`src/rtl/core/sbt_pkg.sv`:
```
`default_nettype none
// ----------------------------------------------------------------------------
// Stereo matching cost package
// Shared widths, register indexes, payload types and small pixel helpers.
// ----------------------------------------------------------------------------
package sbt_pkg;

   localparam int PIX_W            = 8;
   localparam int NUM_CH           = 3;
   localparam int COST_W           = 16;
   localparam int SUM_W            = 18;
   localparam int DISP_W           = 5;
   localparam int COL_W            = 6;
   localparam int NUMC_W           = 2;
   localparam int NUMD_W           = 6;
   localparam int TRUNC_W          = 8;
   localparam int CSR_IDX_W        = 3;
   localparam int CSR_DATA_W       = 8;
   localparam int DEFAULT_MAX_DISP = 32;

   localparam logic [COL_W-1:0]   COL_MAX       = 6'd63;
   localparam logic               USE_BT_RST    = 1'b1;
   localparam logic               USE_SQ_RST    = 1'b0;
   localparam logic [TRUNC_W-1:0] TRUNC_RST     = 8'd255;
   localparam logic [NUMC_W-1:0]  NUM_COLOR_RST = 2'd3;
   localparam logic [NUMD_W-1:0]  NUM_DISP_RST  = 6'd16;

   typedef enum logic [CSR_IDX_W-1:0] {
      REG_USE_BT     = 3'd0,
      REG_USE_SQ     = 3'd1,
      REG_TRUNC      = 3'd2,
      REG_NUM_COLORS = 3'd3,
      REG_NUM_DISP   = 3'd4
   } csr_reg_type;

   typedef logic [PIX_W-1:0] pix_type;
   typedef pix_type [NUM_CH-1:0] rgb_type;

   typedef struct packed {
      rgb_type c1;
      rgb_type mn1;
      rgb_type mx1;
   } left_stats_type;

   typedef struct packed {
      logic                valid;
      logic                emit;
      logic [DISP_W-1:0]   disp;
      logic                bad;
      logic                l2_center;
      logic                r2_center;
      logic                pixel_last;
      logic                row_last;
      left_stats_type      left;
   } issue_type;

   typedef struct packed {
      logic                use_bt;
      logic                use_sq;
      logic [NUMC_W-1:0]   num_ch;
      logic [NUMD_W-1:0]   num_disp;
      logic [COST_W-1:0]   maxsum;
   } cfg_type;

   function automatic pix_type avg2(input pix_type a, input pix_type b);
      logic [PIX_W:0] s;
      s = {1'b0, a} + {1'b0, b};
      return s[PIX_W:1];
   endfunction

   function automatic pix_type min3(input pix_type a, input pix_type b, input pix_type c);
      pix_type m;
      m = (a < b) ? a : b;
      return (m < c) ? m : c;
   endfunction

   function automatic pix_type max3(input pix_type a, input pix_type b, input pix_type c);
      pix_type m;
      m = (a > b) ? a : b;
      return (m > c) ? m : c;
   endfunction

endpackage
`default_nettype wire

```
`src/rtl/core/sbt_req_if.sv`:
```
`default_nettype none
// ----------------------------------------------------------------------------
// Column request channel
// Carries one left and one right pixel column and the row-end flag.
// ----------------------------------------------------------------------------
interface sbt_req_if;
   import sbt_pkg::*;

   logic    valid;
   logic    ready;
   pix_type left_c0;
   pix_type left_c1;
   pix_type left_c2;
   pix_type right_c0;
   pix_type right_c1;
   pix_type right_c2;
   logic    row_end;

   modport source (
      output valid, left_c0, left_c1, left_c2, right_c0, right_c1, right_c2, row_end,
      input  ready
   );

   modport sink (
      input  valid, left_c0, left_c1, left_c2, right_c0, right_c1, right_c2, row_end,
      output ready
   );

endinterface
`default_nettype wire

```
`src/rtl/core/sbt_rsp_if.sv`:
```
`default_nettype none
// ----------------------------------------------------------------------------
// Cost response channel
// Carries one disparity cost with its pixel and row markers.
// ----------------------------------------------------------------------------
interface sbt_rsp_if;
   import sbt_pkg::*;

   logic              valid;
   logic              ready;
   logic [DISP_W-1:0] disparity;
   logic [COST_W-1:0] cost;
   logic              pixel_last;
   logic              row_last;

   modport source (
      output valid, disparity, cost, pixel_last, row_last,
      input  ready
   );

   modport sink (
      input  valid, disparity, cost, pixel_last, row_last,
      output ready
   );

endinterface
`default_nettype wire

```
`src/rtl/core/stereo_bt_matching_cost_unit.sv`:
```
`default_nettype none
// ----------------------------------------------------------------------------
// Stereo matching cost unit
// Streams rectified pixel columns and emits a Birchfield-Tomasi or absolute
// difference cost, optionally squared, for every disparity of every pixel.
//
// Channel    Dir  Payload                                       Transaction
// req_chan   in   left_c0..2, right_c0..2, row_end              one column
// rsp_chan   out  disparity, cost, pixel_last, row_last         one cost
// csr_*      in   csr_index, csr_wdata (write enable csr_wr_en)  one register
//
// Each pixel that a column completes walks its N disparities, N being the
// disparity count, through the single read port of the right window memory
// (one right column per cycle while the output is not stalled, two to prime
// the three-column window). Reset is synchronous; the window memory is not
// cleared. A low rsp ready while a cost is held freezes the whole cost
// pipeline and the window reads.
// ----------------------------------------------------------------------------
module stereo_bt_matching_cost_unit #(
   parameter int MAX_DISP = sbt_pkg::DEFAULT_MAX_DISP
) (
   input  logic                               clock,
   input  logic                               reset,
   sbt_req_if.sink                            req_chan,
   sbt_rsp_if.source                          rsp_chan,
   input  logic                               csr_wr_en,
   input  logic [sbt_pkg::CSR_IDX_W-1:0]      csr_index,
   input  logic [sbt_pkg::CSR_DATA_W-1:0]     csr_wdata
);
   import sbt_pkg::*;

   logic                 use_bt_ff, use_bt_in;
   logic                 use_sq_ff, use_sq_in;
   logic [TRUNC_W-1:0]   trunc_ff, trunc_in;
   logic [NUMC_W-1:0]    num_colors_ff, num_colors_in;
   logic [NUMD_W-1:0]    num_disp_ff, num_disp_in;
   logic [NUMC_W-1:0]    nc_eff;
   logic [COST_W-1:0]    maxsum_ff, maxsum_in;
   cfg_type              cfg;
   issue_type            s1;
   rgb_type              rd_data;
   logic                 adv;

   always_comb begin
      use_bt_in     = use_bt_ff;
      use_sq_in     = use_sq_ff;
      trunc_in      = trunc_ff;
      num_colors_in = num_colors_ff;
      num_disp_in   = num_disp_ff;
      if (csr_wr_en) begin
         case (csr_reg_type'(csr_index))
            REG_USE_BT: begin
               use_bt_in = csr_wdata[0];
            end
            REG_USE_SQ: begin
               use_sq_in = csr_wdata[0];
            end
            REG_TRUNC: begin
               trunc_in = csr_wdata[TRUNC_W-1:0];
            end
            REG_NUM_COLORS: begin
               num_colors_in = csr_wdata[NUMC_W-1:0];
            end
            REG_NUM_DISP: begin
               num_disp_in = csr_wdata[NUMD_W-1:0];
            end
            default: begin
            end
         endcase
      end
   end

   always_ff @(posedge clock) begin
      if (reset) begin
         use_bt_ff     <= USE_BT_RST;
         use_sq_ff     <= USE_SQ_RST;
         trunc_ff      <= TRUNC_RST;
         num_colors_ff <= NUM_COLOR_RST;
         num_disp_ff   <= NUM_DISP_RST;
      end else begin
         use_bt_ff     <= use_bt_in;
         use_sq_ff     <= use_sq_in;
         trunc_ff      <= trunc_in;
         num_colors_ff <= num_colors_in;
         num_disp_ff   <= num_disp_in;
      end
   end

   // The truncation limit is also the cost of a disparity outside the row.
   assign nc_eff    = (num_colors_ff == '0) ? NUMC_W'(1) : num_colors_ff;
   assign maxsum_in = use_sq_ff ? COST_W'(trunc_ff) * COST_W'(trunc_ff) :
                                  COST_W'(nc_eff) * COST_W'(trunc_ff);

   always_ff @(posedge clock) begin
      maxsum_ff <= maxsum_in;
   end

   assign cfg.use_bt   = use_bt_ff;
   assign cfg.use_sq   = use_sq_ff;
   assign cfg.num_ch   = nc_eff;
   assign cfg.num_disp = num_disp_ff;
   assign cfg.maxsum   = maxsum_ff;

   sbt_seq #(
      .MAX_DISP (MAX_DISP)
   ) u_seq (
      .clock   (clock),
      .reset   (reset),
      .req     (req_chan),
      .cfg     (cfg),
      .adv     (adv),
      .s1_out  (s1),
      .rd_data (rd_data)
   );

   sbt_cost_pipe u_cost_pipe (
      .clock   (clock),
      .reset   (reset),
      .cfg     (cfg),
      .s1      (s1),
      .rd_data (rd_data),
      .rsp     (rsp_chan),
      .adv     (adv)
   );

endmodule
`default_nettype wire

```
`src/rtl/core/sbt_seq.sv`:
```
`default_nettype none
// ----------------------------------------------------------------------------
// Column sequencer and right window memory
// Takes column transactions, keeps the left history and the row position,
// stores right columns in a circular memory and walks the disparities of
// each pixel, reading one right column per cycle while the cost pipe advances.
// ----------------------------------------------------------------------------
module sbt_seq #(
   parameter int MAX_DISP = sbt_pkg::DEFAULT_MAX_DISP
) (
   input  logic                clock,
   input  logic                reset,
   sbt_req_if.sink             req,
   input  sbt_pkg::cfg_type    cfg,
   input  logic                adv,
   output sbt_pkg::issue_type  s1_out,
   output sbt_pkg::rgb_type    rd_data
);
   import sbt_pkg::*;

   localparam int AW    = $clog2(MAX_DISP + 2);
   localparam int DEPTH = 2 ** AW;

   rgb_type            mem [DEPTH];
   rgb_type            rd_data_ff;
   issue_type          s1_ff;
   issue_type          issue;

   logic [AW-1:0]      wptr_ff, wptr_in;
   logic [AW-1:0]      k_ff, k_in;
   logic [AW-1:0]      nd_eff;
   logic [AW-1:0]      raddr;
   logic [COL_W-1:0]   col_cnt_ff, col_cnt_in;
   logic [COL_W-1:0]   pix_p_ff, pix_p_in;
   logic [COL_W-1:0]   p_cur;
   logic [COL_W-1:0]   disp_ext;
   logic [DISP_W-1:0]  disp;
   logic               pend_ff, pend_in;
   logic               nc_job_ff, nc_job_in;
   logic               cur_job_ff, cur_job_in;
   logic               busy, b_sel, last_k, accept, p_zero;
   rgb_type            lh0_ff, lh1_ff, lh2_ff;
   rgb_type            lh0_in, lh1_in, lh2_in;
   rgb_type            left_in, right_in;
   rgb_type            l1, r1, cl;

   assign busy      = nc_job_ff || cur_job_ff;
   assign req.ready = !busy;
   assign accept    = req.valid && !busy;
   assign b_sel     = nc_job_ff;
   assign left_in   = {req.left_c2, req.left_c1, req.left_c0};
   assign right_in  = {req.right_c2, req.right_c1, req.right_c0};

   assign nd_eff = (cfg.num_disp == '0) ? AW'(1) :
                   (cfg.num_disp > NUMD_W'(MAX_DISP)) ? AW'(MAX_DISP) : AW'(cfg.num_disp);
   assign last_k   = (k_ff == nd_eff + AW'(1));
   assign p_cur    = b_sel ? pix_p_ff - COL_W'(1) : pix_p_ff;
   assign p_zero   = (p_cur == '0);
   assign disp     = DISP_W'(k_ff - AW'(2));
   assign disp_ext = COL_W'(disp);
   assign raddr    = wptr_ff + AW'(1) - AW'(b_sel) - k_ff;

   always_comb begin
      wptr_in    = wptr_ff;
      k_in       = k_ff;
      col_cnt_in = col_cnt_ff;
      pix_p_in   = pix_p_ff;
      pend_in    = pend_ff;
      nc_job_in  = nc_job_ff;
      cur_job_in = cur_job_ff;
      lh0_in     = lh0_ff;
      lh1_in     = lh1_ff;
      lh2_in     = lh2_ff;
      if (accept) begin
         wptr_in    = wptr_ff + AW'(1);
         lh0_in     = left_in;
         lh1_in     = lh0_ff;
         lh2_in     = lh1_ff;
         nc_job_in  = pend_ff && (col_cnt_ff != '0);
         cur_job_in = req.row_end;
         pix_p_in   = col_cnt_ff;
         if (req.row_end) begin
            col_cnt_in = '0;
            pend_in    = 1'b0;
         end else begin
            col_cnt_in = (col_cnt_ff == COL_MAX) ? COL_MAX : col_cnt_ff + COL_W'(1);
            pend_in    = 1'b1;
         end
      end else if (busy && adv) begin
         if (last_k) begin
            k_in = '0;
            if (b_sel) begin
               nc_job_in = 1'b0;
            end else begin
               cur_job_in = 1'b0;
            end
         end else begin
            k_in = k_ff + AW'(1);
         end
      end
   end

   always_comb begin
      for (int i = 0; i < NUM_CH; i++) begin
         cl[i] = b_sel ? lh2_ff[i] : lh1_ff[i];
         issue.left.c1[i] = b_sel ? lh1_ff[i] : lh0_ff[i];
         l1[i] = p_zero ? issue.left.c1[i] : avg2(issue.left.c1[i], cl[i]);
         r1[i] = b_sel ? avg2(issue.left.c1[i], lh0_ff[i]) : issue.left.c1[i];
         issue.left.mn1[i] = min3(issue.left.c1[i], l1[i], r1[i]);
         issue.left.mx1[i] = max3(issue.left.c1[i], l1[i], r1[i]);
      end
      issue.valid      = busy;
      issue.emit       = (k_ff >= AW'(2));
      issue.disp       = disp;
      issue.bad        = disp_ext > p_cur;
      issue.l2_center  = disp_ext == p_cur;
      issue.r2_center  = !b_sel && (disp == '0);
      issue.pixel_last = last_k;
      issue.row_last   = last_k && !b_sel;
   end

   always_ff @(posedge clock) begin
      if (accept) begin
         mem[wptr_in] <= right_in;
      end
      if (busy && adv) begin
         rd_data_ff <= mem[raddr];
      end
      lh0_ff   <= lh0_in;
      lh1_ff   <= lh1_in;
      lh2_ff   <= lh2_in;
      pix_p_ff <= pix_p_in;
   end

   always_ff @(posedge clock) begin
      if (reset) begin
         wptr_ff    <= '0;
         k_ff       <= '0;
         col_cnt_ff <= '0;
         pend_ff    <= 1'b0;
         nc_job_ff  <= 1'b0;
         cur_job_ff <= 1'b0;
         s1_ff      <= '0;
      end else begin
         wptr_ff    <= wptr_in;
         k_ff       <= k_in;
         col_cnt_ff <= col_cnt_in;
         pend_ff    <= pend_in;
         nc_job_ff  <= nc_job_in;
         cur_job_ff <= cur_job_in;
         if (adv) begin
            s1_ff <= issue;
         end
      end
   end

   assign s1_out  = s1_ff;
   assign rd_data = rd_data_ff;

   a_idle_k: assert property (@(posedge clock) disable iff (reset)
      !busy |-> k_ff == '0)
      else $error("Disparity counter is not at zero while the sequencer is idle.");

   a_k_range: assert property (@(posedge clock) disable iff (reset)
      busy |-> k_ff <= nd_eff + AW'(1))
      else $error("Disparity counter ran past the last read of the pixel.");

   a_row_end: assert property (@(posedge clock) disable iff (reset)
      accept && req.row_end |=> cur_job_ff && col_cnt_ff == '0 && !pend_ff)
      else $error("Row end did not queue the last pixel and restart the row.");

   a_pending: assert property (@(posedge clock) disable iff (reset)
      accept && pend_ff && col_cnt_ff != '0 |=> nc_job_ff && k_ff == '0)
      else $error("Waiting pixel was not queued when its right neighbor arrived.");

endmodule
`default_nettype wire

```
`src/rtl/core/sbt_cost_pipe.sv`:
```
`default_nettype none
// ----------------------------------------------------------------------------
// Cost datapath
// Builds the right interpolants from the last three right columns, forms
// the per-channel dissimilarity, squares it when enabled, sums and
// truncates it, and holds the result in the output register.
// ----------------------------------------------------------------------------
module sbt_cost_pipe (
   input  logic                clock,
   input  logic                reset,
   input  sbt_pkg::cfg_type    cfg,
   input  sbt_pkg::issue_type  s1,
   input  sbt_pkg::rgb_type    rd_data,
   sbt_rsp_if.source           rsp,
   output logic                adv
);
   import sbt_pkg::*;

   typedef struct packed {
      logic              valid;
      logic [DISP_W-1:0] disp;
      logic              bad;
      logic              pixel_last;
      logic              row_last;
   } tag_type;

   rgb_type                         rr_ff, rc_ff;
   rgb_type                         l2, r2;
   rgb_type                         mn2_in, mx2_in;
   rgb_type                         a1_c1_ff, a1_mn1_ff, a1_mx1_ff;
   rgb_type                         a1_c2_ff, a1_mn2_ff, a1_mx2_ff;
   rgb_type                         di1, di2, diff_in, a2_diff_ff;
   logic [NUM_CH-1:0][COST_W-1:0]   term_in, a3_term_ff;
   tag_type                         a1_tag_in, a1_tag_ff, a2_tag_ff, a3_tag_ff;
   logic [SUM_W-1:0]                sum;
   logic [COST_W-1:0]               cost_in;
   logic                            out_valid_ff;
   logic [DISP_W-1:0]               out_disp_ff;
   logic [COST_W-1:0]               out_cost_ff;
   logic                            out_pixel_last_ff;
   logic                            out_row_last_ff;

   assign adv = !out_valid_ff || rsp.ready;

   always_comb begin
      for (int i = 0; i < NUM_CH; i++) begin
         l2[i] = s1.l2_center ? rc_ff[i] : avg2(rc_ff[i], rd_data[i]);
         r2[i] = s1.r2_center ? rc_ff[i] : avg2(rc_ff[i], rr_ff[i]);
         mn2_in[i] = min3(rc_ff[i], l2[i], r2[i]);
         mx2_in[i] = max3(rc_ff[i], l2[i], r2[i]);
      end
      a1_tag_in.valid      = s1.valid && s1.emit;
      a1_tag_in.disp       = s1.disp;
      a1_tag_in.bad        = s1.bad;
      a1_tag_in.pixel_last = s1.pixel_last;
      a1_tag_in.row_last   = s1.row_last;
   end

   always_comb begin
      for (int i = 0; i < NUM_CH; i++) begin
         di1[i] = (a1_c1_ff[i] > a1_mx2_ff[i]) ? a1_c1_ff[i] - a1_mx2_ff[i] :
                  (a1_mn2_ff[i] > a1_c1_ff[i]) ? a1_mn2_ff[i] - a1_c1_ff[i] : '0;
         di2[i] = (a1_c2_ff[i] > a1_mx1_ff[i]) ? a1_c2_ff[i] - a1_mx1_ff[i] :
                  (a1_mn1_ff[i] > a1_c2_ff[i]) ? a1_mn1_ff[i] - a1_c2_ff[i] : '0;
         if (NUMC_W'(i) >= cfg.num_ch) begin
            diff_in[i] = '0;
         end else if (cfg.use_bt) begin
            diff_in[i] = (di1[i] < di2[i]) ? di1[i] : di2[i];
         end else begin
            diff_in[i] = (a1_c1_ff[i] > a1_c2_ff[i]) ? a1_c1_ff[i] - a1_c2_ff[i] :
                                                       a1_c2_ff[i] - a1_c1_ff[i];
         end
      end
   end

   always_comb begin
      for (int i = 0; i < NUM_CH; i++) begin
         term_in[i] = cfg.use_sq ? COST_W'(a2_diff_ff[i]) * COST_W'(a2_diff_ff[i]) :
                                   COST_W'(a2_diff_ff[i]);
      end
   end

   always_comb begin
      sum = SUM_W'(a3_term_ff[0]) + SUM_W'(a3_term_ff[1]) + SUM_W'(a3_term_ff[2]);
      if (a3_tag_ff.bad || sum >= SUM_W'(cfg.maxsum)) begin
         cost_in = cfg.maxsum;
      end else begin
         cost_in = sum[COST_W-1:0];
      end
   end

   always_ff @(posedge clock) begin
      if (adv) begin
         if (s1.valid) begin
            rr_ff <= rc_ff;
            rc_ff <= rd_data;
         end
         a1_c1_ff          <= s1.left.c1;
         a1_mn1_ff         <= s1.left.mn1;
         a1_mx1_ff         <= s1.left.mx1;
         a1_c2_ff          <= rc_ff;
         a1_mn2_ff         <= mn2_in;
         a1_mx2_ff         <= mx2_in;
         a2_diff_ff        <= diff_in;
         a3_term_ff        <= term_in;
         out_disp_ff       <= a3_tag_ff.disp;
         out_cost_ff       <= cost_in;
         out_pixel_last_ff <= a3_tag_ff.pixel_last;
         out_row_last_ff   <= a3_tag_ff.row_last;
      end
   end

   always_ff @(posedge clock) begin
      if (reset) begin
         a1_tag_ff    <= '0;
         a2_tag_ff    <= '0;
         a3_tag_ff    <= '0;
         out_valid_ff <= 1'b0;
      end else if (adv) begin
         a1_tag_ff    <= a1_tag_in;
         a2_tag_ff    <= a1_tag_ff;
         a3_tag_ff    <= a2_tag_ff;
         out_valid_ff <= a3_tag_ff.valid;
      end
   end

   assign rsp.valid      = out_valid_ff;
   assign rsp.disparity  = out_disp_ff;
   assign rsp.cost       = out_cost_ff;
   assign rsp.pixel_last = out_pixel_last_ff;
   assign rsp.row_last   = out_row_last_ff;

   a_cost_cap: assert property (@(posedge clock) disable iff (reset)
      out_valid_ff |-> out_cost_ff <= cfg.maxsum)
      else $error("Output cost exceeds the truncation limit.");

   a_row_pixel: assert property (@(posedge clock) disable iff (reset)
      out_valid_ff && out_row_last_ff |-> out_pixel_last_ff)
      else $error("Row marker appeared on a cost that does not close a pixel.");

   a_freeze: assert property (@(posedge clock) disable iff (reset)
      !adv |=> $stable(a3_tag_ff) && $stable(a2_tag_ff) && $stable(a1_tag_ff))
      else $error("Cost pipeline moved while the output was stalled.");

endmodule
`default_nettype wire
```
`src/flat_wrapper.sv`:
```
// flat-port wrapper written by rule: the top's interface ports become plain ports
module stereo_bt_matching_cost_unit_flat import sbt_pkg::*;
#(
   parameter int MAX_DISP = sbt_pkg::DEFAULT_MAX_DISP
)
  (clock, reset, csr_wr_en, csr_index, csr_wdata, req_chan_valid, req_chan_left_c0, req_chan_left_c1, req_chan_left_c2, req_chan_right_c0, req_chan_right_c1, req_chan_right_c2, req_chan_row_end, req_chan_ready, rsp_chan_valid, rsp_chan_disparity, rsp_chan_cost, rsp_chan_pixel_last, rsp_chan_row_last, rsp_chan_ready);
  sbt_req_if req_chan_i ();
  sbt_rsp_if rsp_chan_i ();
  input  logic clock;
  input  logic reset;
  input  logic csr_wr_en;
  input  logic [sbt_pkg::CSR_IDX_W-1:0] csr_index;
  input  logic [sbt_pkg::CSR_DATA_W-1:0] csr_wdata;
  input wire logic [$bits(req_chan_i.valid)-1:0] req_chan_valid;
  input wire logic [$bits(req_chan_i.left_c0)-1:0] req_chan_left_c0;
  input wire logic [$bits(req_chan_i.left_c1)-1:0] req_chan_left_c1;
  input wire logic [$bits(req_chan_i.left_c2)-1:0] req_chan_left_c2;
  input wire logic [$bits(req_chan_i.right_c0)-1:0] req_chan_right_c0;
  input wire logic [$bits(req_chan_i.right_c1)-1:0] req_chan_right_c1;
  input wire logic [$bits(req_chan_i.right_c2)-1:0] req_chan_right_c2;
  input wire logic [$bits(req_chan_i.row_end)-1:0] req_chan_row_end;
  output wire logic [$bits(req_chan_i.ready)-1:0] req_chan_ready;
  output wire logic [$bits(rsp_chan_i.valid)-1:0] rsp_chan_valid;
  output wire logic [$bits(rsp_chan_i.disparity)-1:0] rsp_chan_disparity;
  output wire logic [$bits(rsp_chan_i.cost)-1:0] rsp_chan_cost;
  output wire logic [$bits(rsp_chan_i.pixel_last)-1:0] rsp_chan_pixel_last;
  output wire logic [$bits(rsp_chan_i.row_last)-1:0] rsp_chan_row_last;
  input wire logic [$bits(rsp_chan_i.ready)-1:0] rsp_chan_ready;
  assign req_chan_i.valid = req_chan_valid;
  assign req_chan_i.left_c0 = req_chan_left_c0;
  assign req_chan_i.left_c1 = req_chan_left_c1;
  assign req_chan_i.left_c2 = req_chan_left_c2;
  assign req_chan_i.right_c0 = req_chan_right_c0;
  assign req_chan_i.right_c1 = req_chan_right_c1;
  assign req_chan_i.right_c2 = req_chan_right_c2;
  assign req_chan_i.row_end = req_chan_row_end;
  assign req_chan_ready = req_chan_i.ready;
  assign rsp_chan_valid = rsp_chan_i.valid;
  assign rsp_chan_disparity = rsp_chan_i.disparity;
  assign rsp_chan_cost = rsp_chan_i.cost;
  assign rsp_chan_pixel_last = rsp_chan_i.pixel_last;
  assign rsp_chan_row_last = rsp_chan_i.row_last;
  assign rsp_chan_i.ready = rsp_chan_ready;
  stereo_bt_matching_cost_unit #(.MAX_DISP(MAX_DISP)) u_core (.clock(clock), .reset(reset), .req_chan(req_chan_i), .rsp_chan(rsp_chan_i), .csr_wr_en(csr_wr_en), .csr_index(csr_index), .csr_wdata(csr_wdata));
endmodule
```
`config.mk`:
```
export PLATFORM = sky130hd
export DESIGN_NAME = stereo_bt_matching_cost_unit_flat
export DESIGN_NICKNAME = d
export VERILOG_FILES = /design/src/rtl/core/sbt_pkg.sv /design/src/rtl/core/sbt_req_if.sv /design/src/rtl/core/sbt_rsp_if.sv /design/src/rtl/core/stereo_bt_matching_cost_unit.sv /design/src/rtl/core/sbt_seq.sv /design/src/rtl/core/sbt_cost_pipe.sv /design/src/flat_wrapper.sv
export SDC_FILE = /design/constraint.sdc
export NUM_CORES = 2
export LEC_CHECK = 0
export ABC_AREA = 1
export BUFFER_PORTS_ARGS = -buffer_cell sky130_fd_sc_hd__buf_4
export CORE_ASPECT_RATIO = 0.75
export CORE_MARGIN = 8
export CORE_UTILIZATION = 40
export CTS_CLUSTER_SIZE = 25
export DETAILED_ROUTE_END_ITERATION = 8
export PLACE_DENSITY = 0.64
export SLEW_MARGIN = 40
export SYNTH_ARGS = -nofsm -noshare
export SYNTH_HDL_FRONTEND = slang
export SYNTH_SLANG_ARGS = --single-unit
```
`constraint.sdc`:
```
create_clock -name clock -period 9.1 [get_ports clock]
set_clock_uncertainty 0.15 [all_clocks]
set_input_delay 1.365 -clock clock [delete_from_list [all_inputs] [get_ports clock]]
set_output_delay 1.365 -clock clock [all_outputs]
set_load 0.01 [all_outputs]
```
**Word level (Yosys, flattened, before mapping)**

Memory sizes are Yosys's and may differ from the RTL's. A register that Yosys moved wholly into a read port is not among the register bits.
Cells that the tools add are included.

- Bits in registers: 532
- Bits in writable memories: 1536
- Input bits: 65
- Output and inout port bits: 25
- Word-level logic and storage cells: 312
- Memories kept: 1

- Add/subtract/negate cells: 40
- Multiply operators: 5
- Magnitude comparators: 49
- Equal/unequal tests: 8
- Muxes and demuxes: 86
- Bitwise logic cells: 1
- Reductions and logical operators: 29

Memory list:

| name | depth | width | read ports | clocked after Yosys merged registers in | wr ports | RTL line | RTL |
|---|---|---|---|---|---|---|---|
| u_core.u_seq.mem | 64 | 24 | 1 | 1 | 1 | sbt_seq.sv:24 | `rgb_type mem [DEPTH];` |

Operator list:

| kind | count |
|---|---|
| $mux W8 | 66 |
| $gt A8 B8 Y1 | 27 |
| $sub A8 B8 Y8 | 18 |
| $lt A8 B8 Y1 | 15 |
| $add A8 B8 Y9 | 12 |
| $mul A8 B8 Y16 | 4 |
| $mux W6 | 7 |
| $add A6 B1 Y6 const B | 4 |
| $add A17 B16 Y18 | 1 |
| $ge A18 B16 Y1 | 1 |
| $add A16 B16 Y17 | 1 |
| $mux W16 | 1 |
| $reduce_and A2 Y1 | 8 |
| $logic_not A6 Y1 | 2 |
| $mul A2 B8 Y10 | 1 |
| $mux W1 | 10 |
| $mux W10 | 1 |
| $eq A3 B2 Y1 const B | 2 |
| $eq A5 B6 Y1 | 1 |
| $eq A6 B6 Y1 | 1 |
| $eq A6 B6 Y1 const B | 1 |
| $ge A6 B2 Y1 const B | 1 |
| $gt A5 B6 Y1 | 1 |
| $gt A6 B6 Y1 const B | 1 |
| other kinds (20) | 31 |

**Depth between registers and ports, before layout**

- Depth in word-level cells: 8
- Gate-level depth with buffers: 38
- Depth with buffers taken out: 35

**Cells and area by module**

A second synthesis with hierarchy kept.

- Cells, all modules: 10002
- Area, all modules: 105193.4 sq um

Modules (own cells, without submodules):

| module | instances | cells an instance | area each (sq um) | sequential area each (sq um) |
|---|---|---|---|---|
| sbt_seq | 1 | 5938 | 72742.3 | 51289.2 |
| sbt_cost_pipe | 1 | 3561 | 29055.4 | 9178.8 |
| stereo_bt_matching_cost_unit | 1 | 503 | 3395.8 | 680.7 |

**Least setup slack after synthesis**

No wires, ideal clock.

- Path type: input port to flip-flop
- Start point: input rsp_chan_ready
- End point: register u_core.u_seq.s1_ff, in the netlist u_core.u_seq.s1_out[50]
- Setup time: 422 ps
- Arrival time: 8680 ps
- Required time: 8528 ps
- Path slack: -152 ps
- Cell stages on the path: 5
- Buffers on the path: 2
- Cells stage by stage: nor2_1 > inv_1 > clkbuf_1 > clkbuf_1 > a21oi_1

- Longest elaborated chain between the ends: 1

RTL lines:

| element | RTL line | RTL |
|---|---|---|
| start: declaration | flat_wrapper.sv:28 | `input wire logic [$bits(rsp_chan_i.ready)-1:0] rsp_chan_ready;` |
| $logic_or A1 B1 Y1 | sbt_cost_pipe.sv:43 | `assign adv = !out_valid_ff \|\| rsp.ready;` |
| end signal: assignment | sbt_seq.sv:152 | `s1_ff <= issue;` |
| end: declaration | sbt_seq.sv:26 | `issue_type s1_ff;` |

Every way passes these cells.
A chain may end at the register's enable or synchronous reset.

==> impl_metrics.csv <==
group,metric,value,unit
run_status,result_of_the_run,"finished, final reports clean",
finish,layout.cells.most_common_list,"1,925 x sky130_fd_sc_hd__edfxtp_1, 1,284 x sky130_fd_sc_hd__o21ai_0, 1,144 x sky130_fd_sc_hd__nor2_1",
finish,post_route_cells_drive_above_1_share,7.05,%
timing,post-route-min-period,7.37,ns
die,row_cnt,162,
finish,layout_commonest_cell,"sky130_fd_sc_hd__edfxtp_1",
synthesis,synth.yosys.warnings,0,
synthesis,synth.cell_area,104000,sq um
worst_setup_path,timing.critical_path.arrival,7.92,ns
timing,grt_setup_unrepaired,"no",
synthesis,seq_cells_post_synth,2092,
clocking,cts.sinks,2092,
placement,place_congestion,0.928,
timing,max-slew-margin-rel,38.4,%
worst_setup_path,crit_path_max_incr_delay,0.65,ns
timing,hold_viol_final,0,
power,power_per_cell_area,296,nW/um^2
synthesis,synth-async-reset-ratio,0,%
die,design.core.area,259000,sq um
grt,initial_antenna_violation_count,9,
worst_hold_path,hold_path_class,"reg2reg",
timing,report.final.setup_viol,0,
die,chipHeight,457,um
clocking,clk_pin_slew,0.07,ns
clocking,cts.repair_timing.setup_buffer_count,0,
route,wire_per_inst,21.9,um
grt,grt_start_max_net_pins,205,
placement,place_hpwl,182000,um
route,routed_wl,290000,um
timing,totalNegativeSetupSlack,0,ns
route,via_count,74185,
worst_hold_path,number_of_stages_on_the_worst_hold_path,0,
finish,nets,10428,
timing,fmaxAchievable,0.136,GHz
finish,layout.cells.non_filler,13266,
synthesis,synth_compound_gate_area_share,13.6,%
synthesis,main_combinational_cell_family_by_area_after_synthesis,"compound AO/OA/AOI/OAI gates",
synthesis,post_synth_top_flop,"sky130_fd_sc_hd__edfxtp_1",
synthesis,synth_xor_area_share,1.09,%
route,dr.pass1.iters,5,
route,drt_iter0_drc,8307,
synthesis,synth_cell_types,66,
clocking,ctsResizeCount,0,
route,antenna_violating_nets_post_route,0,
worst_setup_path,worstRegToRegCells,34,
clocking,clock_tree.htree_level_count,4,
clocking,tritoncts.num_buffers,208,
finish,layout-area-overhead-vs-synth,10.8,%
timing,fin_ws,1.73,ns
timing,report.final.slew_viol_count,0,
run,max-cap-violations,0,
synthesis,synth_sequential_area_ratio,58.9,%
synthesis,synthAdderAreaFrac,9.63,%
worst_setup_path,crit_path_max_fanout,28,
grt,grt_pass1_wl,436000,um
clocking,clock_tree_from_tritoncts,"yes",
worst_setup_path,critical_path.slowest_cell,"sky130_fd_sc_hd__dfxtp_2",
synthesis,yosys.area_share.simple,11.6,%
grt,grt.total_usage,20.2,%
worst_setup_path,timing.critical_path.from_type,"flip-flop",
synthesis,netlist_instances,9683,
grt,first_global_vias,70855,
grt,grt.overflow.total,0,
worst_setup_path,cp_data_required_time,9.65,ns
synthesis,top_post_synthesis_cells_by_area,"sky130_fd_sc_hd__edfxtp_1 56%, sky130_fd_sc_hd__ha_1 6.7%, sky130_fd_sc_hd__o21ai_0 6.2%",
synthesis,synth.area.mux_share,0.0482,%
die,die_area,276000,sq um
clocking,max-clock-path-buffers,4,
synthesis,synth_edf_count,1925,
worst_setup_path,worst_setup_path_end_kind,"flip-flop",
synthesis,syn-num-nets,10457,
placement,placed_cells,12884,
timing,max_slew.worst_pin.slew,0.924,ns
die,io_pins,90,
placement,port_buffers,89,
synthesis,syn_avg_cell_area,10.7,sq um
synthesis,post-synth-top-area-fraction,55.7,%
placement,placement.setup.worst_slack,1.92,ns
clocking,cts.root.buffer_cell,"sky130_fd_sc_hd__clkbuf_16",
clocking,cts_hold_buffers,0,
power,vdd_ir_drop_max,0.291,mV
die,fp.dieW,604,um
die,start_util,40.1,%
power,total_leakage_power,44.3,nW
clocking,clock_insertion_delay_worst_skew,0.93,ns
synthesis,dominant_cell_type_by_area_after_synthesis,"sky130_fd_sc_hd__edfxtp_1",
route,drc,0,
route,viasPerCell,5.59,
worst_setup_path,worst-setup-path-type,"reg2reg",
timing,post-route-period-util,81.0,%
power by group:
part | internal (W) | switching (W) | total (W)
Sequential | 0.0113 | 0.000462 | 0.0118
Clock | 0.00466 | 0.00373 | 0.00839
Combinational | 0.00482 | 0.00902 | 0.0138
Total | 0.0208 | 0.0132 | 0.0340
cell usage after synthesis (5+ instances only):
cell type and instances:
sky130_fd_sc_hd__edfxtp_1 1925, sky130_fd_sc_hd__o21ai_0 1287, sky130_fd_sc_hd__nor2_1 1211, sky130_fd_sc_hd__nand2_1 1083, sky130_fd_sc_hd__inv_1 944, sky130_fd_sc_hd__ha_1 559, sky130_fd_sc_hd__nand3_1 472, sky130_fd_sc_hd__a21oi_1 447
sky130_fd_sc_hd__clkbuf_1 414, sky130_fd_sc_hd__o221ai_1 342, sky130_fd_sc_hd__dfxtp_1 167, sky130_fd_sc_hd__fa_1 150, sky130_fd_sc_hd__xor2_1 102, sky130_fd_sc_hd__o211ai_1 73, sky130_fd_sc_hd__o22ai_1 66, sky130_fd_sc_hd__nor3_1 44
sky130_fd_sc_hd__or2_2 36, sky130_fd_sc_hd__o21bai_1 32, sky130_fd_sc_hd__o21ai_1 27, sky130_fd_sc_hd__xnor2_1 27, sky130_fd_sc_hd__a211oi_1 24, sky130_fd_sc_hd__a31oi_1 24, sky130_fd_sc_hd__nand4_1 23, sky130_fd_sc_hd__buf_2 21
sky130_fd_sc_hd__a22oi_1 18, sky130_fd_sc_hd__buf_1 18, sky130_fd_sc_hd__nand2_2 12, sky130_fd_sc_hd__nand3b_1 10, sky130_fd_sc_hd__o21a_1 9, sky130_fd_sc_hd__o21ai_2 9, sky130_fd_sc_hd__a21o_1 8, sky130_fd_sc_hd__inv_2 8
sky130_fd_sc_hd__nand2_4 8, sky130_fd_sc_hd__nor4_1 8, sky130_fd_sc_hd__clkinv_1 7, sky130_fd_sc_hd__buf_4 5, sky130_fd_sc_hd__mux2i_1 5
area by class of cell:
type,instances,area (sq um)
Inverter,959,3650
Timing Repair Buffer,220,1860
Clock buffer,256,5480
Sequential cell,2092,61200
Tap cell,3444,4310
Antenna cell,6,15.0
Fill cell,23475,144000
Clock inverter,116,977
Multi-Input combinational cell,6173,37600
through the flow:
step	instance area (sq um)	hold slack (ns)	util, %	total power [W]
global placement	108000	0.261	41.8	0.0253
floorplan	104000	0.253	-	0.0216
CTS	115000	0.279	44.4	0.0341
global route	115000	0.281	44.4	0.0365
detailed placement	108000	0.259	41.9	0.0257
finish	115000	0.278	44.4	0.0340
critical path, delay by kind of cell, from the launching register on:
kind            cells  cell delay, ns
buf+inv             9            1.77
flops               1            0.65
simple gates        9            0.88
compound gates     13            2.80
fa+ha+maj           3            0.94
cell families after synthesis:
| logic type | after synthesis |
|---|---|
| muxes | 5 |
| DFF | 2092 |
| adders and majority gates | 709 |
| AOI/OAI and AO/OA | 2404 |
| and+or+nand+nor | 2926 |
| buffers and inverters | 1418 |
| xor gates and xnor gates | 129 |
sequential cells by signal, indices dropped and copies added, names as in the netlist, 16 cells and up:
| name | flops |
|---|---|
| u_core.u_cost_pipe.a1_mx2_ff | 24 |
| u_core.maxsum_ff | 16 |
| u_core.u_cost_pipe.a1_mn2_ff | 24 |
| u_core.u_seq.lh2_ff | 24 |
| u_core.u_seq.s1_out | 84 |
| u_core.u_seq.rd_data | 24 |
| u_core.u_cost_pipe.rc_ff | 24 |
| u_core.u_cost_pipe.a1_c2_ff | 24 |
| u_core.u_cost_pipe.a1_mx1_ff | 24 |
| u_core.u_cost_pipe.a3_term_ff | 48 |
| u_core.u_cost_pipe.a2_diff_ff | 24 |
| u_core.u_seq.lh0_ff | 24 |
| u_core.u_seq.lh1_ff | 24 |
| u_core.u_seq.mem | 1536 |
| u_core.u_cost_pipe.a1_mn1_ff | 24 |
| u_core.u_cost_pipe.rr_ff | 24 |
| u_core.u_cost_pipe.rsp.cost | 16 |
| u_core.u_cost_pipe.a1_c1_ff | 24 |
path summary, 6_finish.rpt:
kind	end	slack, ns	from
max	u_core.u_seq.s1_out[13]$_SDFFE_PP0N_	1.73	u_core.u_seq.b_sel$_SDFFE_PP0P_
min	u_core.u_cost_pipe.rsp.disparity[2]$_DFFE_PN_	0.28	u_core.u_cost_pipe.a3_tag_ff[5]$_SDFFE_PP0N_
max reg2reg	u_core.u_seq.s1_out[13]$_SDFFE_PP0N_	1.73	u_core.u_seq.b_sel$_SDFFE_PP0P_
min reg2reg	u_core.u_cost_pipe.rsp.disparity[2]$_DFFE_PN_	0.28	u_core.u_cost_pipe.a3_tag_ff[5]$_SDFFE_PP0N_
metal layers:
layer	global-route usage, %	routed length, um	up-vias
li1	-	-	34384
met1	30.2	132000	36264
met2	30.7	126000	3118
met3	3.31	25600	419
met4	4.87	6820	0
met5	0	0	-
Power figures use the tool's default switching activity.
